`config.mk`:
```
export PLATFORM = sky130hd
export DESIGN_NAME = hid_keystroke_script_player_top
export DESIGN_NICKNAME = d
export VERILOG_FILES = /design/src/rtl/core/hksp_pkg.sv /design/src/rtl/core/hksp_cfg_regs.sv /design/src/rtl/core/hksp_core.sv /design/src/rtl/core/hid_keystroke_script_player_top.sv
export SDC_FILE = /design/constraint.sdc
export NUM_CORES = 1
export LEC_CHECK = 0
export BUFFER_PORTS_ARGS = -buffer_cell sky130_fd_sc_hd__buf_2
export CAP_MARGIN = 20
export CORE_MARGIN = 4
export CORE_UTILIZATION = 35
export DETAILED_ROUTE_END_ITERATION = 12
export MAX_ROUTING_LAYER = met4
export PLACE_DENSITY_LB_ADDON = 0.2
export SYNTH_ARGS = -nofsm -noshare
export SYNTH_HDL_FRONTEND = slang
export SYNTH_SLANG_ARGS = --single-unit
```
`constraint.sdc`:
```
create_clock -name clk_i -period 6.85 [get_ports clk_i]
set_input_delay 1.0275 -clock clk_i [delete_from_list [all_inputs] [get_ports clk_i]]
set_output_delay 1.0275 -clock clk_i [all_outputs]
set_load 0.005 [all_outputs]
```
`src/rtl/core/hksp_pkg.sv`:
```
// shared types, constants and keycode table of the keystroke script player
`timescale 1ns / 1ps
`default_nettype none

package hksp_pkg;

  localparam int MAX_STEPS = 4096;
  localparam int MAX_TEXT  = 256;

  localparam int STEP_W     = 13;
  localparam int INTERVAL_W = 10;
  localparam int CFG_IDX_W  = 2;
  localparam int CFG_DATA_W = 13;

  localparam logic [INTERVAL_W-1:0] INTERVAL_RESET = INTERVAL_W'(10);
  localparam logic [STEP_W-1:0]     STEP_LIMIT     = STEP_W'(MAX_STEPS);
  localparam int TEXT_LIMIT_INT = ((MAX_TEXT - 1) < 255) ? (MAX_TEXT - 1) : 255;
  localparam logic [7:0]            TEXT_LIMIT     = 8'(TEXT_LIMIT_INT);

  // configuration register indexes
  localparam logic [CFG_IDX_W-1:0] REG_STEP_COUNT    = 2'd0;
  localparam logic [CFG_IDX_W-1:0] REG_POLL_INTERVAL = 2'd1;

  // step kinds carried in the mode field
  localparam logic [1:0] MODE_DELAY   = 2'd0;
  localparam logic [1:0] MODE_KEY     = 2'd1;
  localparam logic [1:0] MODE_TEXT    = 2'd2;
  localparam logic [1:0] MODE_RESTART = 2'd3;

  localparam logic [7:0] LEFT_SHIFT = 8'h02;

  typedef struct packed {
    logic [1:0]  mode;
    logic [31:0] now_ms;
    logic        host_ready;
    logic [7:0]  key_code;
    logic [7:0]  key_modifier;
    logic [31:0] delay_ms;
    logic [7:0]  text_char;
    logic        text_end;
  } in_item_t;

  typedef struct packed {
    logic              report_sent;
    logic [7:0]        report_modifier;
    logic [7:0]        report_key;
    logic [STEP_W-1:0] step_index;
    logic [7:0]        char_index;
    logic              script_done;
  } out_item_t;

  typedef struct packed {
    logic [STEP_W-1:0]     step_count;
    logic [INTERVAL_W-1:0] min_gap_ms;
  } cfg_t;

  // bit 8 is the shift flag, bits 7:0 the keycode
  localparam logic [8:0] ASCII_KEY_ROM [128] = '{
    9'h000, 9'h000, 9'h000, 9'h000, 9'h000, 9'h000, 9'h000, 9'h000,
    9'h02A, 9'h02B, 9'h028, 9'h000, 9'h000, 9'h028, 9'h000, 9'h000,
    9'h000, 9'h000, 9'h000, 9'h000, 9'h000, 9'h000, 9'h000, 9'h000,
    9'h000, 9'h000, 9'h000, 9'h029, 9'h000, 9'h000, 9'h000, 9'h000,
    9'h02C, 9'h11E, 9'h134, 9'h120, 9'h121, 9'h122, 9'h124, 9'h034,
    9'h126, 9'h127, 9'h125, 9'h12E, 9'h036, 9'h02D, 9'h037, 9'h038,
    9'h027, 9'h01E, 9'h01F, 9'h020, 9'h021, 9'h022, 9'h023, 9'h024,
    9'h025, 9'h026, 9'h133, 9'h033, 9'h136, 9'h02E, 9'h137, 9'h138,
    9'h11F, 9'h104, 9'h105, 9'h106, 9'h107, 9'h108, 9'h109, 9'h10A,
    9'h10B, 9'h10C, 9'h10D, 9'h10E, 9'h10F, 9'h110, 9'h111, 9'h112,
    9'h113, 9'h114, 9'h115, 9'h116, 9'h117, 9'h118, 9'h119, 9'h11A,
    9'h11B, 9'h11C, 9'h11D, 9'h02F, 9'h031, 9'h030, 9'h123, 9'h12D,
    9'h035, 9'h004, 9'h005, 9'h006, 9'h007, 9'h008, 9'h009, 9'h00A,
    9'h00B, 9'h00C, 9'h00D, 9'h00E, 9'h00F, 9'h010, 9'h011, 9'h012,
    9'h013, 9'h014, 9'h015, 9'h016, 9'h017, 9'h018, 9'h019, 9'h01A,
    9'h01B, 9'h01C, 9'h01D, 9'h12F, 9'h131, 9'h130, 9'h135, 9'h04C
  };

endpackage

`default_nettype wire

```
`src/rtl/core/hksp_cfg_regs.sv`:
```
// configuration registers of the keystroke script player
`timescale 1ns / 1ps
`default_nettype none

module hksp_cfg_regs
  import hksp_pkg::*;
(
  input  wire logic                  clk_i,
  input  wire logic                  rst_ni,
  input  wire logic                  cfg_valid_i,
  input  wire logic [CFG_IDX_W-1:0]  cfg_index_i,
  input  wire logic [CFG_DATA_W-1:0] cfg_data_i,
  output cfg_t                       cfg_o
);

  logic [STEP_W-1:0]     step_count_q;
  logic [INTERVAL_W-1:0] interval_q;

  always_ff @(posedge clk_i or negedge rst_ni) begin
    if (!rst_ni) begin
      step_count_q <= '0;
      interval_q   <= INTERVAL_RESET;
    end else if (cfg_valid_i) begin
      case (cfg_index_i)
        REG_STEP_COUNT:    step_count_q <= cfg_data_i[STEP_W-1:0];
        REG_POLL_INTERVAL: interval_q   <= cfg_data_i[INTERVAL_W-1:0];
        default: ;
      endcase
    end
  end

  assign cfg_o = '{step_count: step_count_q, min_gap_ms: interval_q};

endmodule

`default_nettype wire

```
`src/rtl/core/hksp_core.sv`:
```
// player state and per-poll decision logic
`timescale 1ns / 1ps
`default_nettype none

module hksp_core
  import hksp_pkg::*;
(
  input  wire logic     clk_i,
  input  wire logic     rst_ni,
  input  wire logic     advance_i,
  input  wire in_item_t item_i,
  input  wire cfg_t     cfg_i,
  output out_item_t     result_o
);

  logic [31:0]       last_poll_q, last_poll_d;
  logic [31:0]       delay_begin_q, delay_begin_d;
  logic              key_held_q, key_held_d;
  logic              delay_running_q, delay_running_d;
  logic [7:0]        text_pos_q, text_pos_d;
  logic [STEP_W-1:0] step_pos_q, step_pos_d;

  logic [STEP_W-1:0] eff_count;
  logic [31:0]       poll_delta;
  logic [31:0]       delay_delta;
  logic              act;
  logic [8:0]        rom_entry;

  assign eff_count   = (cfg_i.step_count > STEP_LIMIT) ? STEP_LIMIT : cfg_i.step_count;
  assign poll_delta  = item_i.now_ms - last_poll_q;
  assign delay_delta = item_i.now_ms - delay_begin_q;
  assign rom_entry   = ASCII_KEY_ROM[item_i.text_char[6:0]];
  assign act = (step_pos_q < eff_count) && item_i.host_ready &&
               (poll_delta >= {{(32-INTERVAL_W){1'b0}}, cfg_i.min_gap_ms});

  always_comb begin
    last_poll_d     = last_poll_q;
    delay_begin_d   = delay_begin_q;
    key_held_d      = key_held_q;
    delay_running_d = delay_running_q;
    text_pos_d      = text_pos_q;
    step_pos_d      = step_pos_q;
    result_o        = '0;

    if (item_i.mode == MODE_RESTART) begin
      step_pos_d      = '0;
      text_pos_d      = '0;
      key_held_d      = 1'b0;
      delay_running_d = 1'b0;
    end else if (act) begin
      last_poll_d = item_i.now_ms;
      case (item_i.mode)
        MODE_DELAY: begin
          if (!delay_running_q) begin
            delay_begin_d   = item_i.now_ms;
            delay_running_d = 1'b1;
          end else if (delay_delta >= item_i.delay_ms) begin
            delay_running_d = 1'b0;
            step_pos_d      = step_pos_q + 1'b1;
          end
        end
        MODE_KEY: begin
          result_o.report_sent = 1'b1;
          if (!key_held_q) begin
            result_o.report_modifier = item_i.key_modifier;
            result_o.report_key      = item_i.key_code;
            key_held_d               = 1'b1;
          end else begin
            key_held_d = 1'b0;
            step_pos_d = step_pos_q + 1'b1;
          end
        end
        default: begin
          // text step
          if (item_i.text_end) begin
            text_pos_d = '0;
            step_pos_d = step_pos_q + 1'b1;
          end else if (!key_held_q) begin
            result_o.report_sent     = 1'b1;
            result_o.report_modifier = rom_entry[8] ? LEFT_SHIFT : 8'h00;
            result_o.report_key      = rom_entry[7:0];
            key_held_d               = 1'b1;
          end else begin
            result_o.report_sent = 1'b1;
            key_held_d           = 1'b0;
            if (text_pos_q < TEXT_LIMIT) text_pos_d = text_pos_q + 1'b1;
          end
        end
      endcase
    end

    result_o.step_index  = step_pos_d;
    result_o.char_index  = text_pos_d;
    result_o.script_done = (step_pos_d >= eff_count);
  end

  always_ff @(posedge clk_i or negedge rst_ni) begin
    if (!rst_ni) begin
      last_poll_q     <= '0;
      delay_begin_q   <= '0;
      key_held_q      <= 1'b0;
      delay_running_q <= 1'b0;
      text_pos_q      <= '0;
      step_pos_q      <= '0;
    end else if (advance_i) begin
      last_poll_q     <= last_poll_d;
      delay_begin_q   <= delay_begin_d;
      key_held_q      <= key_held_d;
      delay_running_q <= delay_running_d;
      text_pos_q      <= text_pos_d;
      step_pos_q      <= step_pos_d;
    end
  end

endmodule

`default_nettype wire

```
`src/rtl/core/hid_keystroke_script_player_top.sv`:
```
// top level of the keystroke script player: input register, core, result register
`timescale 1ns / 1ps
`default_nettype none

// Keystroke script player. Each input transaction is one poll carrying the time,
// the host ready flag and the fields of the step at step_index; each poll gives
// exactly one result transaction with the report (press, release or none) and
// the next step and character positions to present. A poll passes through an
// input register, combinational decision logic against the player state, and a
// result register, so the block takes one poll per cycle while the result side
// is not stalled; the state update done as a poll enters the result register sets that rate.
// Stalls on the result side back up into the input register. Configuration
// writes (index 0 step_count, 1 min_gap_ms) are always accepted and must
// be made while no poll is in flight.
module hid_keystroke_script_player_top
  import hksp_pkg::*;
(
  input  wire logic                  clk_i,
  input  wire logic                  rst_ni,
  input  wire logic                  in_valid_i,
  output      logic                  in_ready_o,
  input  wire in_item_t              in_data_i,
  output      logic                  out_valid_o,
  input  wire logic                  out_ready_i,
  output out_item_t                  out_data_o,
  input  wire logic                  cfg_valid_i,
  output      logic                  cfg_ready_o,
  input  wire logic [CFG_IDX_W-1:0]  cfg_index_i,
  input  wire logic [CFG_DATA_W-1:0] cfg_data_i
);

  cfg_t      cfg;
  in_item_t  in_q;
  logic      in_valid_q;
  out_item_t out_q;
  out_item_t result;
  logic      out_valid_q;
  logic      out_free;
  logic      advance;

  assign cfg_ready_o = 1'b1;

  hksp_cfg_regs u_cfg (
    .clk_i,
    .rst_ni,
    .cfg_valid_i,
    .cfg_index_i,
    .cfg_data_i,
    .cfg_o (cfg)
  );

  assign out_free   = !out_valid_q || out_ready_i;
  assign advance    = in_valid_q && out_free;
  assign in_ready_o = !in_valid_q || out_free;

  always_ff @(posedge clk_i or negedge rst_ni) begin
    if (!rst_ni) begin
      in_valid_q <= 1'b0;
    end else if (in_ready_o) begin
      in_valid_q <= in_valid_i;
    end
  end

  always_ff @(posedge clk_i) begin
    if (in_ready_o && in_valid_i) begin
      in_q <= in_data_i;
    end
  end

  hksp_core u_core (
    .clk_i,
    .rst_ni,
    .advance_i (advance),
    .item_i    (in_q),
    .cfg_i     (cfg),
    .result_o  (result)
  );

  always_ff @(posedge clk_i or negedge rst_ni) begin
    if (!rst_ni) begin
      out_valid_q <= 1'b0;
    end else if (out_free) begin
      out_valid_q <= in_valid_q;
    end
  end

  always_ff @(posedge clk_i) begin
    if (advance) begin
      out_q <= result;
    end
  end

  assign out_valid_o = out_valid_q;
  assign out_data_o  = out_q;

endmodule

`default_nettype wire

```
==> reports/metrics.cfg <==
[status]
status = complete, no violations

[placement]
io_buffers = 151
gp_congestion = 0.915
dp.final_hpwl_mm = 29.0

[hold_path]
hp-class = register to register

[grt]
antenna_found_initial = 2
grt_overflow = 0
grt_use_met3_pct = 2.54
grtUsageTotal_pct = 16.8
grt_max_degree = 65
grt_pass1_vias = 12300
grt_pass1_wl_mm = 64.7
busiest_layer = met2
grtUsageMet1_pct = 24.1
use_met2_pct = 25.4

[detailed_routing]
drtIter0Drc = 865
totalWireLength_mm = 39.8
wire_per_inst_um = 16.8
post-route-drc-count = 0
num_vias = 12200
viasPerCell = 5.16
drt_pass1_iterations = 5
postRouteAntennaNets = 0

[clock_tree]
clock_latency_ps = 570
clockBufferDepth = 3
cts.sinks = 242
tritoncts = built
cts-buffers-inserted = 30
cts.clk_slew.worst_paths_ps = 60
htreeDepth = 1
root_buffer = clkbuf_16

[synth]
async_reset_ff_share_pct = 46.3
synth_edf_count = 130
synthFlopType = edfxtp_1
synth_seq_cells = 242
avgSynthCellArea_um2 = 10.3
ys_types = 87
netlist_instances = 1523
syn_area_um2 = 15700
ys_warn_count = 0
seq_area_frac_synth_pct = 42.8
synthesis.nets = 1783

[timing]
period_share_pct = 99.4
final_hold_viol_count = 0
grt_setup_unrepaired = yes
slew_violations = 0
setup_viol = 0
tns_ps = 0
max_freq_mhz = 147
relSlewSlack_pct = 26.6
tightest_slew_ps = 1100
clock_skew_ps = 21.6
finalCriticalPeriod_ps = 6810

[setup_path]
cp.arrival_ps = 7140
path_max_fanout = 7
crit_path_end_kind = register
worstPathRequired_ps = 7180
worstSetupStartpointType = register
cp_common_cell = a21o_1
max_stage_delay_ps = 440
critPathKind = register to register
slowest_stage = or4_4

[floorplanning]
core_region_area_um2 = 44200
fp.dieH_um = 220
io_pins = 154
die_x_um = 220
die_area_um2 = 48300
start_util_pct = 35.5
std_cell_rows = 77

[pwr]
power.leakage_nw = 8.38
cellPowerDensity_nw_per_um2 = 379
vdd_ir_drop_max_mv = 0.234

[flow_run]
max_cap_viol_count = 0

[layout]
nNetsFinal = 2010
final_common_cell = buf_2
syn_to_final_growth_pct = 19.9
drive_above_1_share_pct = 24.6
finish.utilization_pct = 42.5
final_cell_mix = buf_2, ha_1, inv_1

-- per-layer routing --
metal	part of all wire, %	up-vias
met4	1.7	0
met2	44	241
met3	4.9	42
li1	-	6086
met1	49	5841
met5	0	-
-- critical path: cells and delay by family, from the launching register on --
family | cells | cell delay (ps)
AO/OA/AOI/OAI | 19 | 3600
adder cells (fa/ha/maj) | 4 | 1050
AND/OR/NAND/NOR | 6 | 800
buffers and inverters | 5 | 610
flip-flops | 1 | 390
XOR/XNOR | 1 | 110
-- power by group --
| group | leakage [nW] | internal, mW | total [mW] | switching, mW |
|---|---|---|---|---|
| clock network | 0.474 | 0.910 | 1.54 | 0.630 |
| logic | 5.27 | 1.67 | 3.54 | 1.86 |
| registers | 2.64 | 1.85 | 2.06 | 0.202 |
| total | 8.38 | 4.43 | 7.13 | 2.70 |
-- flip-flops by register name, indices dropped and copies added (netlist names) --
name and flops:
in_q 91, out_data_o 39, u_core.delay_begin_q 32, u_core.last_poll_q 32
u_cfg.step_count_q 13, u_core.step_pos_q 13, u_cfg.interval_q 10, u_core.text_pos_q 8
in_valid_q 1, out_valid_o 1, u_core.delay_running_q 1, u_core.key_held_q 1
-- cells by family (layout without fill, tap and decap cells) --
family | count (synthesis) | in the layout | synth area share [%]
AO/OA/AOI/OAI | 407 | 407 | 17.7
AND/OR/NAND/NOR | 380 | 380 | 12.1
flip-flops | 242 | 242 | 42.8
buffers and inverters | 203 | 453 | 5.39
adder cells (fa/ha/maj) | 148 | 148 | 11.9
multiplexers | 100 | 100 | 7.85
XOR/XNOR | 42 | 42 | 2.35
other | 1 | 3 | 0.0239
-- cells in the mapped netlist, drive strengths merged, types with 7 or more instances --
library cell  instances  area, um^2
a2111oi               9        85.1
a211oi               17         128
a21o                 41         308
a21oi                98         494
a22oi                 8        60.1
a31oi                14        87.6
and2                  7        43.8
and3                 22         138
buf                  20         159
clkbuf               42         158
dfrtp               110        2750
edfxtp              130        3900
ha                  146        1830
inv                 139         522
mux2                 87        1090
mux2i                12         120
nand2               101         382
nand2b               24         150
nand3                27         140
nand3b                9        67.6
nand4                25         156
nor2                 92         345
nor2b                18         113
nor3                 21         110
o211ai               14         105
o21a                 18         135
o21ai                77         385
o21bai                7        52.6
o221ai                7        67.6
o311ai                9        96.4
o31ai                13        97.6
o41ai                 9        78.8
or2                   7        43.8
or4                   8        60.1
xnor2                29         254
xor2                 13         114
-- metrics by stage --
stage | worst slack [ps] | power [mW] | std cells | hold WS (ps) | instance area [um^2]
after floorplan | 248 | 4.48 | 1523 | 454 | 15700
after global placement | -431 | 5.44 | 2306 | 468 | 17700
after detailed placement | -448 | 5.50 | 2306 | 483 | 17700
after CTS | -21.2 | 7.16 | 2364 | 493 | 18700
after global routing | -328 | 7.78 | 2367 | 521 | 18800
final | 43.1 | 7.13 | 2367 | 488 | 18800
-- area by class of cell --
cell class | count | area (um^2)
diodes | 2 | 5.00
clock buffers | 44 | 907
well taps | 592 | 741
multi-input cells | 1078 | 8270
fillers | 4277 | 25400
inverters | 141 | 529
repair buffers | 257 | 1580
clock inverters | 11 | 56.3
flip-flops and latches | 242 | 6710
-- path summary, 6_finish.rpt --
path                                        startpoint                                   end  slack (ps)  depth (start not counted)
max in group asynchronous                       rst_ni  u_core.delay_begin_q[16]$_DFFE_PN0P_        5040                          2
worst min register to register  in_valid_q$_DFFE_PN0N_               out_valid_o$_DFFE_PN0P_         490                          1
min in group asynchronous                       rst_ni     u_core.step_pos_q[10]$_DFFE_PN0P_         510                          1
worst max register to register      in_q[58]$_DFFE_PP_               out_data_o[0]$_DFFE_PP_          40                         35
worst min-delay path            in_valid_q$_DFFE_PN0N_               out_valid_o$_DFFE_PN0P_         490                          1
worst max-delay path                in_q[58]$_DFFE_PP_               out_data_o[0]$_DFFE_PP_          40                         35
-- what timing repair did --
| item | CTS | global route |
|---|---|---|
| hold buffers | 0 | 0 |
| endpoints found under the hold margin | 0 | 0 |
| gates resized for setup | 22 | 19 |
| pin swaps | 22 | 18 |
| endpoints found under the setup margin | 1 | 1 |
| setup buffers | 3 | 1 |
Note: power is estimated with default switching activity, not from simulation.
